**src/rtl/ctt_pkg.sv**
```systemverilog
// Shared types and constants for the CIA timer, TOD and port block.
// No dependencies; ctt_timer, ctt_tod and the top level refer to it by scoped names.
package ctt_pkg;

    // Request kinds carried in s_tuser
    localparam logic [1:0] REQ_READ  = 2'd0;
    localparam logic [1:0] REQ_WRITE = 2'd1;
    localparam logic [1:0] REQ_TICK  = 2'd2;

    // Register map
    localparam logic [3:0] REG_PORT_A     = 4'd0;
    localparam logic [3:0] REG_DIR_A      = 4'd2;
    localparam logic [3:0] REG_TA_LO      = 4'd4;
    localparam logic [3:0] REG_TA_HI      = 4'd5;
    localparam logic [3:0] REG_TB_LO      = 4'd6;
    localparam logic [3:0] REG_TB_HI      = 4'd7;
    localparam logic [3:0] REG_TOD_TENTHS = 4'd8;
    localparam logic [3:0] REG_TOD_SEC    = 4'd9;
    localparam logic [3:0] REG_TOD_MIN    = 4'd10;
    localparam logic [3:0] REG_TOD_HR     = 4'd11;
    localparam logic [3:0] REG_ICR        = 4'd13;
    localparam logic [3:0] REG_CRA        = 4'd14;
    localparam logic [3:0] REG_CRB        = 4'd15;

    // Bit positions
    localparam int CR_START    = 0;
    localparam int CR_ONE_SHOT = 3;
    localparam int ICR_TA      = 0;
    localparam int ICR_TB      = 1;
    localparam int ICR_ANY     = 7;
    localparam int SERIAL_LSB  = 3;

    localparam int REG_COUNT = 16;

    // Decoded input item
    typedef struct packed {
        logic [1:0] req_type;
        logic [3:0] reg_addr;
        logic [7:0] write_data;
        logic       tod_pulse;
        logic       serial_clock_in;
        logic       serial_data_in;
    } in_item_t;

    // Result item
    typedef struct packed {
        logic [7:0] read_data;
        logic [1:0] video_bank;
        logic       serial_update;
        logic       atn_out;
        logic       clock_out;
        logic       data_out;
        logic       nmi_pulse;
    } out_item_t;

    // Controls for one down-counter
    typedef struct packed {
        logic step;
        logic wr_lo;
        logic wr_hi;
        logic one_shot;
    } timer_ctl_t;

    // Controls for the time-of-day clock
    typedef struct packed {
        logic advance;
        logic wr_tenths;
        logic wr_sec;
        logic wr_min;
        logic wr_hr;
    } tod_ctl_t;

endpackage

```
**src/rtl/ctt_timer.sv**
```systemverilog
// One 16-bit down-counter with its reload latch.
// Depends on ctt_pkg for the control struct.
module ctt_timer (
    input  logic                  clk,
    input  logic                  rst_n,
    input  ctt_pkg::timer_ctl_t   ctl,
    input  logic [7:0]            wdata,
    output logic [15:0]           count,
    output logic                  underflow
);

    logic [15:0] count_reg;
    logic [15:0] count_next;
    logic [15:0] latch_reg;
    logic [15:0] latch_next;
    logic [15:0] dec;

    assign dec = count_reg - 16'd1;

    always_comb
    begin
        latch_next = latch_reg;
        count_next = count_reg;
        underflow  = 1'b0;
        if (ctl.wr_lo)
        begin
            latch_next = {latch_reg[15:8], wdata};
            count_next = latch_next;
        end
        else if (ctl.wr_hi)
        begin
            latch_next = {wdata, latch_reg[7:0]};
            count_next = latch_next;
        end
        else if (ctl.step)
        begin
            // a count of zero wraps to all ones with no underflow
            count_next = dec;
            if (dec == 16'd0)
            begin
                underflow = 1'b1;
                if (!ctl.one_shot)
                begin
                    count_next = latch_reg;
                end
            end
        end
    end

    always_ff @(posedge clk or negedge rst_n)
    begin
        if (!rst_n)
        begin
            count_reg <= 16'd0;
            latch_reg <= 16'd0;
        end
        else
        begin
            count_reg <= count_next;
            latch_reg <= latch_next;
        end
    end

    assign count = count_reg;

endmodule

```
**src/rtl/ctt_tod.sv**
```systemverilog
// BCD time-of-day clock: digit registers, bus load and tenth-second advance.
// Depends on ctt_pkg for the control struct.
module ctt_tod (
    input  logic                clk,
    input  logic                rst_n,
    input  ctt_pkg::tod_ctl_t   ctl,
    input  logic [7:0]          wdata,
    output logic [7:0]          rd_tenths,
    output logic [7:0]          rd_sec,
    output logic [7:0]          rd_min,
    output logic [7:0]          rd_hr
);

    logic [3:0] tenths_reg, tenths_next;
    logic [3:0] sec_u_reg, sec_u_next;
    logic [2:0] sec_t_reg, sec_t_next;
    logic [3:0] min_u_reg, min_u_next;
    logic [2:0] min_t_reg, min_t_next;
    logic [3:0] hr_u_reg, hr_u_next;
    logic       hr_t_reg, hr_t_next;
    logic       pm_reg, pm_next;

    logic c_tenths, c_sec_u, c_sec_t, c_min_u, c_min_t;

    // carry only at the terminal value; other values just wrap in width
    assign c_tenths = (tenths_reg == 4'd9);
    assign c_sec_u  = c_tenths && (sec_u_reg == 4'd9);
    assign c_sec_t  = c_sec_u && (sec_t_reg == 3'd5);
    assign c_min_u  = c_sec_t && (min_u_reg == 4'd9);
    assign c_min_t  = c_min_u && (min_t_reg == 3'd5);

    always_comb
    begin
        tenths_next = tenths_reg;
        sec_u_next  = sec_u_reg;
        sec_t_next  = sec_t_reg;
        min_u_next  = min_u_reg;
        min_t_next  = min_t_reg;
        hr_u_next   = hr_u_reg;
        hr_t_next   = hr_t_reg;
        pm_next     = pm_reg;
        if (ctl.wr_tenths)
        begin
            tenths_next = wdata[3:0];
        end
        else if (ctl.wr_sec)
        begin
            sec_u_next = wdata[3:0];
            sec_t_next = wdata[6:4];
        end
        else if (ctl.wr_min)
        begin
            min_u_next = wdata[3:0];
            min_t_next = wdata[6:4];
        end
        else if (ctl.wr_hr)
        begin
            hr_u_next = wdata[3:0];
            hr_t_next = wdata[4];
            pm_next   = wdata[5];
        end
        else if (ctl.advance)
        begin
            tenths_next = c_tenths ? 4'd0 : tenths_reg + 4'd1;
            if (c_tenths)
            begin
                sec_u_next = (sec_u_reg == 4'd9) ? 4'd0 : sec_u_reg + 4'd1;
            end
            if (c_sec_u)
            begin
                sec_t_next = (sec_t_reg == 3'd5) ? 3'd0 : sec_t_reg + 3'd1;
            end
            if (c_sec_t)
            begin
                min_u_next = (min_u_reg == 4'd9) ? 4'd0 : min_u_reg + 4'd1;
            end
            if (c_min_u)
            begin
                min_t_next = (min_t_reg == 3'd5) ? 3'd0 : min_t_reg + 3'd1;
            end
            if (c_min_t)
            begin
                // 12 -> 01, 11 -> 12 with PM flip, x9 -> tens flip
                if (hr_t_reg && hr_u_reg == 4'd2)
                begin
                    hr_t_next = 1'b0;
                    hr_u_next = 4'd1;
                end
                else if (hr_t_reg && hr_u_reg == 4'd1)
                begin
                    hr_u_next = 4'd2;
                    pm_next   = ~pm_reg;
                end
                else if (hr_u_reg == 4'd9)
                begin
                    hr_u_next = 4'd0;
                    hr_t_next = ~hr_t_reg;
                end
                else
                begin
                    hr_u_next = hr_u_reg + 4'd1;
                end
            end
        end
    end

    always_ff @(posedge clk or negedge rst_n)
    begin
        if (!rst_n)
        begin
            tenths_reg <= 4'd0;
            sec_u_reg  <= 4'd0;
            sec_t_reg  <= 3'd0;
            min_u_reg  <= 4'd0;
            min_t_reg  <= 3'd0;
            hr_u_reg   <= 4'd0;
            hr_t_reg   <= 1'b0;
            pm_reg     <= 1'b0;
        end
        else
        begin
            tenths_reg <= tenths_next;
            sec_u_reg  <= sec_u_next;
            sec_t_reg  <= sec_t_next;
            min_u_reg  <= min_u_next;
            min_t_reg  <= min_t_next;
            hr_u_reg   <= hr_u_next;
            hr_t_reg   <= hr_t_next;
            pm_reg     <= pm_next;
        end
    end

    assign rd_tenths = {4'd0, tenths_reg};
    assign rd_sec    = {1'b0, sec_t_reg, sec_u_reg};
    assign rd_min    = {1'b0, min_t_reg, min_u_reg};
    assign rd_hr     = {2'b00, pm_reg, hr_t_reg, hr_u_reg};

endmodule

```
**src/rtl/cia_timer_tod_port_block.sv**
```systemverilog
// CIA-style block: sixteen byte registers, two down-counters, BCD TOD, port A.
// Each item passes through the input register, then the result register.
// Throughput: one item per cycle, sustained while m_tready stays high.
// Reset (rst_n, async, active low): registers, counters, latches, TOD and serial
// lines clear to zero, video bank to 3, both pipeline stages empty.
// Depends on ctt_pkg, ctt_timer and ctt_tod.
module cia_timer_tod_port_block (
    input  logic        clk,
    input  logic        rst_n,
    // input stream
    input  logic        s_tvalid,
    output logic        s_tready,
    // s_tdata from bit 0: reg_addr[3:0], write_data[11:4], tod_pulse[12],
    // serial_clock_in[13], serial_data_in[14], zero pad[15]
    input  logic [15:0] s_tdata,
    // s_tuser: req_type[1:0]
    input  logic [1:0]  s_tuser,
    // result stream
    output logic        m_tvalid,
    input  logic        m_tready,
    // m_tdata from bit 0: read_data[7:0], video_bank[9:8], serial_update[10],
    // atn_out[11], clock_out[12], data_out[13], nmi_pulse[14], zero pad[15]
    output logic [15:0] m_tdata
);

    // ---------------------------------------------------------------
    // Pipeline control: the input register feeds the state update and
    // the result register; the input side keeps moving while a finished
    // result waits, as long as the result register is free or drained.
    // ---------------------------------------------------------------
    logic                in_valid_reg, in_valid_next;
    ctt_pkg::in_item_t   in_item_reg;
    logic                out_valid_reg, out_valid_next;
    ctt_pkg::out_item_t  out_item_reg, out_item_next;
    logic                advance;
    logic                fire;
    logic                load_in;

    assign advance  = !out_valid_reg || m_tready;
    assign fire     = in_valid_reg && advance;
    assign s_tready = !in_valid_reg || advance;
    assign load_in  = s_tvalid && s_tready;

    always_comb
    begin
        in_valid_next = in_valid_reg;
        if (load_in)
        begin
            in_valid_next = 1'b1;
        end
        else if (fire)
        begin
            in_valid_next = 1'b0;
        end
        out_valid_next = out_valid_reg;
        if (fire)
        begin
            out_valid_next = 1'b1;
        end
        else if (m_tready)
        begin
            out_valid_next = 1'b0;
        end
    end

    always_ff @(posedge clk or negedge rst_n)
    begin
        if (!rst_n)
        begin
            in_valid_reg  <= 1'b0;
            out_valid_reg <= 1'b0;
        end
        else
        begin
            in_valid_reg  <= in_valid_next;
            out_valid_reg <= out_valid_next;
        end
    end

    // payload registers, no reset
    always_ff @(posedge clk)
    begin
        if (load_in)
        begin
            in_item_reg.req_type        <= s_tuser;
            in_item_reg.reg_addr        <= s_tdata[3:0];
            in_item_reg.write_data      <= s_tdata[11:4];
            in_item_reg.tod_pulse       <= s_tdata[12];
            in_item_reg.serial_clock_in <= s_tdata[13];
            in_item_reg.serial_data_in  <= s_tdata[14];
        end
        if (fire)
        begin
            out_item_reg <= out_item_next;
        end
    end

    // ---------------------------------------------------------------
    // Decode of the item in the input register
    // ---------------------------------------------------------------
    logic       do_read, do_write, do_tick;
    logic [3:0] addr;
    logic [7:0] wdata;

    assign addr     = in_item_reg.reg_addr;
    assign wdata    = in_item_reg.write_data;
    assign do_read  = fire && (in_item_reg.req_type == ctt_pkg::REQ_READ);
    assign do_write = fire && (in_item_reg.req_type == ctt_pkg::REQ_WRITE);
    assign do_tick  = fire && (in_item_reg.req_type == ctt_pkg::REQ_TICK);

    // ---------------------------------------------------------------
    // Byte register file; only port A, direction A, ICR and the two
    // control registers are read at fixed places besides the bus read
    // ---------------------------------------------------------------
    logic [7:0] regs_reg  [ctt_pkg::REG_COUNT];
    logic [7:0] regs_next [ctt_pkg::REG_COUNT];
    logic [1:0] bank_reg, bank_next;
    logic [2:0] lines_reg, lines_next;

    logic [7:0] icr;
    logic [7:0] cra;
    logic [7:0] crb;

    assign icr = regs_reg[ctt_pkg::REG_ICR];
    assign cra = regs_reg[ctt_pkg::REG_CRA];
    assign crb = regs_reg[ctt_pkg::REG_CRB];

    // ---------------------------------------------------------------
    // Counters and TOD
    // ---------------------------------------------------------------
    ctt_pkg::timer_ctl_t ta_ctl, tb_ctl;
    ctt_pkg::tod_ctl_t   tod_ctl;
    logic [15:0] ta_count, tb_count;
    logic        ta_uf, tb_uf;
    logic [7:0]  tod_tenths, tod_sec, tod_min, tod_hr;

    assign ta_ctl.step     = do_tick && cra[ctt_pkg::CR_START];
    assign ta_ctl.wr_lo    = do_write && (addr == ctt_pkg::REG_TA_LO);
    assign ta_ctl.wr_hi    = do_write && (addr == ctt_pkg::REG_TA_HI);
    assign ta_ctl.one_shot = cra[ctt_pkg::CR_ONE_SHOT];

    assign tb_ctl.step     = do_tick && crb[ctt_pkg::CR_START];
    assign tb_ctl.wr_lo    = do_write && (addr == ctt_pkg::REG_TB_LO);
    assign tb_ctl.wr_hi    = do_write && (addr == ctt_pkg::REG_TB_HI);
    assign tb_ctl.one_shot = crb[ctt_pkg::CR_ONE_SHOT];

    assign tod_ctl.advance   = do_tick && in_item_reg.tod_pulse;
    assign tod_ctl.wr_tenths = do_write && (addr == ctt_pkg::REG_TOD_TENTHS);
    assign tod_ctl.wr_sec    = do_write && (addr == ctt_pkg::REG_TOD_SEC);
    assign tod_ctl.wr_min    = do_write && (addr == ctt_pkg::REG_TOD_MIN);
    assign tod_ctl.wr_hr     = do_write && (addr == ctt_pkg::REG_TOD_HR);

    ctt_timer u_timer_a (
        .clk       (clk),
        .rst_n     (rst_n),
        .ctl       (ta_ctl),
        .wdata     (wdata),
        .count     (ta_count),
        .underflow (ta_uf)
    );

    ctt_timer u_timer_b (
        .clk       (clk),
        .rst_n     (rst_n),
        .ctl       (tb_ctl),
        .wdata     (wdata),
        .count     (tb_count),
        .underflow (tb_uf)
    );

    ctt_tod u_tod (
        .clk       (clk),
        .rst_n     (rst_n),
        .ctl       (tod_ctl),
        .wdata     (wdata),
        .rd_tenths (tod_tenths),
        .rd_sec    (tod_sec),
        .rd_min    (tod_min),
        .rd_hr     (tod_hr)
    );

    // Underflow raises NMI only where its ICR enable is set
    logic nmi_a, nmi_b;
    assign nmi_a = ta_uf && icr[ctt_pkg::ICR_TA];
    assign nmi_b = tb_uf && icr[ctt_pkg::ICR_TB];

    // ---------------------------------------------------------------
    // State update: bus write, or tick side effects on ICR and controls
    // ---------------------------------------------------------------
    logic [7:0] pa_old;
    logic [7:0] dir_a;
    logic [7:0] pa_mix;

    assign pa_old = regs_reg[ctt_pkg::REG_PORT_A];
    assign dir_a  = regs_reg[ctt_pkg::REG_DIR_A];
    // output bits follow the new byte where driven, the old one elsewhere
    assign pa_mix = (wdata & dir_a) | (pa_old & ~dir_a);

    always_comb
    begin
        for (int i = 0; i < ctt_pkg::REG_COUNT; i++)
        begin
            regs_next[i] = regs_reg[i];
        end
        bank_next  = bank_reg;
        lines_next = lines_reg;
        if (do_write)
        begin
            regs_next[addr] = wdata;
            if (addr == ctt_pkg::REG_PORT_A)
            begin
                bank_next  = ~wdata[1:0];
                lines_next = pa_mix[ctt_pkg::SERIAL_LSB +: 3];
            end
        end
        else if (do_tick)
        begin
            if (nmi_a)
            begin
                regs_next[ctt_pkg::REG_ICR][ctt_pkg::ICR_TA]  = 1'b1;
                regs_next[ctt_pkg::REG_ICR][ctt_pkg::ICR_ANY] = 1'b1;
            end
            if (nmi_b)
            begin
                regs_next[ctt_pkg::REG_ICR][ctt_pkg::ICR_TB]  = 1'b1;
                regs_next[ctt_pkg::REG_ICR][ctt_pkg::ICR_ANY] = 1'b1;
            end
            // one-shot stops the counter by clearing its start bit
            if (ta_uf && cra[ctt_pkg::CR_ONE_SHOT])
            begin
                regs_next[ctt_pkg::REG_CRA][ctt_pkg::CR_START] = 1'b0;
            end
            if (tb_uf && crb[ctt_pkg::CR_ONE_SHOT])
            begin
                regs_next[ctt_pkg::REG_CRB][ctt_pkg::CR_START] = 1'b0;
            end
        end
    end

    always_ff @(posedge clk or negedge rst_n)
    begin
        if (!rst_n)
        begin
            for (int i = 0; i < ctt_pkg::REG_COUNT; i++)
            begin
                regs_reg[i] <= 8'd0;
            end
            bank_reg  <= 2'd3;
            lines_reg <= 3'd0;
        end
        else
        begin
            for (int i = 0; i < ctt_pkg::REG_COUNT; i++)
            begin
                regs_reg[i] <= regs_next[i];
            end
            bank_reg  <= bank_next;
            lines_reg <= lines_next;
        end
    end

    // ---------------------------------------------------------------
    // Bus read mux
    // ---------------------------------------------------------------
    logic [7:0] rd_byte;

    always_comb
    begin
        case (addr)
            ctt_pkg::REG_PORT_A:
                rd_byte = {in_item_reg.serial_data_in, in_item_reg.serial_clock_in,
                           pa_old[5:0]};
            ctt_pkg::REG_TA_LO:      rd_byte = ta_count[7:0];
            ctt_pkg::REG_TA_HI:      rd_byte = ta_count[15:8];
            ctt_pkg::REG_TB_LO:      rd_byte = tb_count[7:0];
            ctt_pkg::REG_TB_HI:      rd_byte = tb_count[15:8];
            ctt_pkg::REG_TOD_TENTHS: rd_byte = tod_tenths;
            ctt_pkg::REG_TOD_SEC:    rd_byte = tod_sec;
            ctt_pkg::REG_TOD_MIN:    rd_byte = tod_min;
            ctt_pkg::REG_TOD_HR:     rd_byte = tod_hr;
            default:                 rd_byte = regs_reg[addr];
        endcase
    end

    // ---------------------------------------------------------------
    // Result item: bank and serial lines as they stand after the item
    // ---------------------------------------------------------------
    always_comb
    begin
        out_item_next.read_data     = do_read ? rd_byte : 8'd0;
        out_item_next.video_bank    = bank_next;
        out_item_next.serial_update = do_write && (addr == ctt_pkg::REG_PORT_A);
        out_item_next.atn_out       = lines_next[0];
        out_item_next.clock_out     = lines_next[1];
        out_item_next.data_out      = lines_next[2];
        out_item_next.nmi_pulse     = do_tick && (nmi_a || nmi_b);
    end

    assign m_tvalid = out_valid_reg;
    assign m_tdata  = {1'b0,
                       out_item_reg.nmi_pulse,
                       out_item_reg.data_out,
                       out_item_reg.clock_out,
                       out_item_reg.atn_out,
                       out_item_reg.serial_update,
                       out_item_reg.video_bank,
                       out_item_reg.read_data};

endmodule

```
**config.mk**
```make
export PLATFORM = sky130hd
export DESIGN_NAME = cia_timer_tod_port_block
export DESIGN_NICKNAME = d
export VERILOG_FILES = /design/src/rtl/ctt_pkg.sv /design/src/rtl/ctt_timer.sv /design/src/rtl/ctt_tod.sv /design/src/rtl/cia_timer_tod_port_block.sv
export SDC_FILE = /design/constraint.sdc
export NUM_CORES = 1
export LEC_CHECK = 0
export BUFFER_PORTS_ARGS = -buffer_cell sky130_fd_sc_hd__buf_2
export CORE_UTILIZATION = 38
export CTS_BUF_LIST = sky130_fd_sc_hd__clkbuf_2
export CTS_CLUSTER_SIZE = 8
export DETAILED_ROUTE_END_ITERATION = 8
export HOLD_SLACK_MARGIN = 0.08
export PLACE_DENSITY_LB_ADDON = 0.25
export SLEW_MARGIN = 20
export SYNTH_ARGS = -nofsm -noshare
export SYNTH_HDL_FRONTEND = slang
export SYNTH_SLANG_ARGS = --single-unit
```
**constraint.sdc**
```tcl
create_clock -name clk -period 6.42 [get_ports clk]
set_clock_uncertainty 0.1 [all_clocks]
set_input_delay 0.642 -clock clk [delete_from_list [all_inputs] [get_ports clk]]
set_output_delay 0.642 -clock clk [all_outputs]
set_load 0.1 [all_outputs]
```
==> results.md <==
- Relative slew slack: 0.2518
- Crit path capture type: flop
- GRT overflow: 0
- R2R depth: 9
- Hold Crit Class: in2async
- Count leader, synth: nand2_1
- PwrDens: around 320 nW/um^2
- Mapped Area: 12640 sq um
- Drt drc: 0
- Synth area leaders: dfrtp_1 (41%), nand2_1 (8.6%), mux4_2 (7.7%), edfxtp_1 (7.6%), mux2_2 (4.9%)
- Initial Utilization: 0.3876
- CP startpoint kind: flop
- Via density per instance: 5.596
- Largest net degree at the start of global routing: between 70 and 80
- Post-CTS setup buffers: 0
- Slew @ Worst Pin: 1.118 ns
- Synthesis-stage register bit count: 239
- Arrival time of the worst setup path: 4.16 ns
- Die width: 184.4 um
- Final worst path period need: roughly 3.6 ns
- Crit-path max FO: 12
- Status: finished, final reports clean
- Seq/Total Area, Yosys: 0.4859
- Tot GR Track Use: 0.2248
- Number of global-route vias before repair: 9730
- CTS tree: done
- Setup TNS: 0 ns
- Worst path slowest cell: dfrtp_1
- Core ar.: 32620 sq um
- Detailed Route Iter0 Violations: a little over 900
- Routed vias: 10112
- WP data required: 7.02 ns
- Synth Area per Inst: 10.05 sq um
- Post-route ant nets: 0
- Global-route wire length before repair: around 57000 um
- Ys async rst share: 0.8661
- Clock-pin transition on the worst setup and hold timing paths: 0.11 ns
- Area Overhead vs Synth: 10.96%
- I/O Buffers: 37
- Syn_nets: 1288
- Max reg flops: 81
- Final setup violation count: 0
- Inst Count DP: 1667
- RSZ-0062 raised after global routing: no
- Reg-to-reg startpoint: u_timer_b.count[0]
- Routed WL: 36740 um
- Fin. Hold Viols: 0
- Distinct cells, synth: 83
- RD Place Congestion: 0.9026
- Fin cells: around 1800
- CTS H-Tree Depth: 3
- Worst stage delay on the critical path: 0.53 ns
- CTS buffer count: 67
- Pleak: ~6.3 nW
- Period utilization: 0.5543
- Number of antenna violations at the first check in global routing: 1
- HPWL after detailed placement: 24440 um
- Clk buf depth: 3
- Worst-Skew Late Latency: 0.88 ns
- Max Fclk: ~0.28 GHz
- Area leader, netlist: dfrtp_1
- Nets: 1345
- IO Count: 40
- Worst R2R End: u_timer_b.count[5]
- Avg WL per Cell: 20.33 um
- Max Cap Violations: 0
- Setup slack, reg-to-reg: 2.86 ns
- Max-slew violation count: 0
- Post-Syn Instances: 1258
- Yosys top cell area share: 0.4057
- CTS root buf: clkbuf_2
- Die Footprint: between 30000 and 40000 sq um
- Layout cells sized above 1: 0.2126
- Main synth FF type: dfrtp_1
- Number of flops mapped to enable cells by yosys: 32
- Worst vdd ir: 0.1801 mV
- Die H: 184.4 um
- DRT Pass-1 Iters: 5
- YS warnings: 0
- WS Path Type: reg2reg
- Sink Count: 239
- CP Cell Sequence: inv_1 > ha_1 > nor3b_2 > nand4_1 > o31a_1 > nor3_2 > and2_1 > o21ai_0 > a41o_1
- Synth cell count leaders: nand2_1 (291), dfrtp_1 (205), nor2_1 (85), clkbuf_1 (64), o21ai_0 (58)
- Std-Cell Rows: 66
-- final cells by class --
cell class	count	area (sq um)
Clock buffer	102	510.5
Fill cell	3182	18590
Timing Repair Buffer	76	540.5
Clock inverter	16	132.6
Inverter	22	82.58
Antenna cell	1	2.502
Tap cell	442	553.0
Multi-Input combinational cell	909	6063
Sequential cell	239	6143
-- critical path: cells and delay by family (launching register included) --
kind	cells	cell delay, ns
compound gates	3	0.77
fa+ha+maj	1	0.26
flops	1	0.53
buf+inv	1	0.14
simple gates	4	1.57
-- kinds of logic after synthesis --
group,count (synthesis),share of synthesized area
flops,239,0.4859
xor+xnor,29,0.02009
compound gates,226,0.1176
mux,117,0.1407
buf+inv,110,0.03533
other cells,1,0.0002966
simple gates,528,0.1922
fa+ha+maj,8,0.007917
-- power breakdown --
group          total, mW  switching [mW]  internal (mW)
registers           2.20           0.402           1.80
clock network       1.19           0.680          0.507
logic               1.11           0.604          0.501
-- cells in the final DEF, fill, tap and decap left out, types with 32 or more instances in the layout --
cell | netlist | layout
a21oi_1 | 48 | 48
mux4_2 | 43 | 43
buf_2 | 9 | 36
nor2_1 | 85 | 85
edfxtp_1 | 32 | 32
dfrtp_1 | 205 | 205
mux2_2 | 55 | 55
clkbuf_2 | 0 | 102
nand3_1 | 32 | 32
o21ai_0 | 58 | 58
nand2_1 | 291 | 291
-- worst max-delay path by stage --
stage / endpoint / slack, ns / depth (start not counted) / start
5_1_grt: u_timer_b.count[5] / 2.54 / 9 / u_timer_b.count[0]
3_5_place_dp: u_timer_b.count[5] / 2.95 / 9 / u_timer_b.count[0]
4_1_cts: u_timer_b.count[5] / 2.82 / 9 / u_timer_b.count[0]
6_report: u_timer_b.count[5] / 2.86 / 9 / u_timer_b.count[0]
3_3_place_gp: u_timer_b.count[5] / 2.97 / 9 / u_timer_b.count[0]
2_1_floorplan: u_timer_b.count[3] / 3.61 / 11 / u_timer_b.count[0]
-- stage by stage --
step                instance area (sq um)  power [mW]  utilization  setup WS [ns]  hold slack [ns]
detailed placement                  13170       3.303       0.4038          2.955           0.3583
global route                        14030       4.766       0.4301          2.540           0.2528
floorplan                           12640       2.967            -          3.608           0.2464
finish                              14030       4.490       0.4301          2.861           0.2594
CTS                                 14030       4.512       0.4300          2.825           0.2255
global placement                    13170       3.278       0.4038          2.967           0.3558
-- timing repair --
item,in CTS,in global routing
hold buffers,21,0
gates resized for setup,0,0
endpoints found under the hold margin,91,0
-- metal layers --
metal,vias up,share of wire,GRT usage
li1,4651,-,-
met3,69,0.069,0.04327
met5,-,0,0
met4,0,0.030,0.08767
met1,5013,0.45,0.3222
met2,379,0.45,0.3342
No activity file was read; power rests on OpenSTA's default activity.
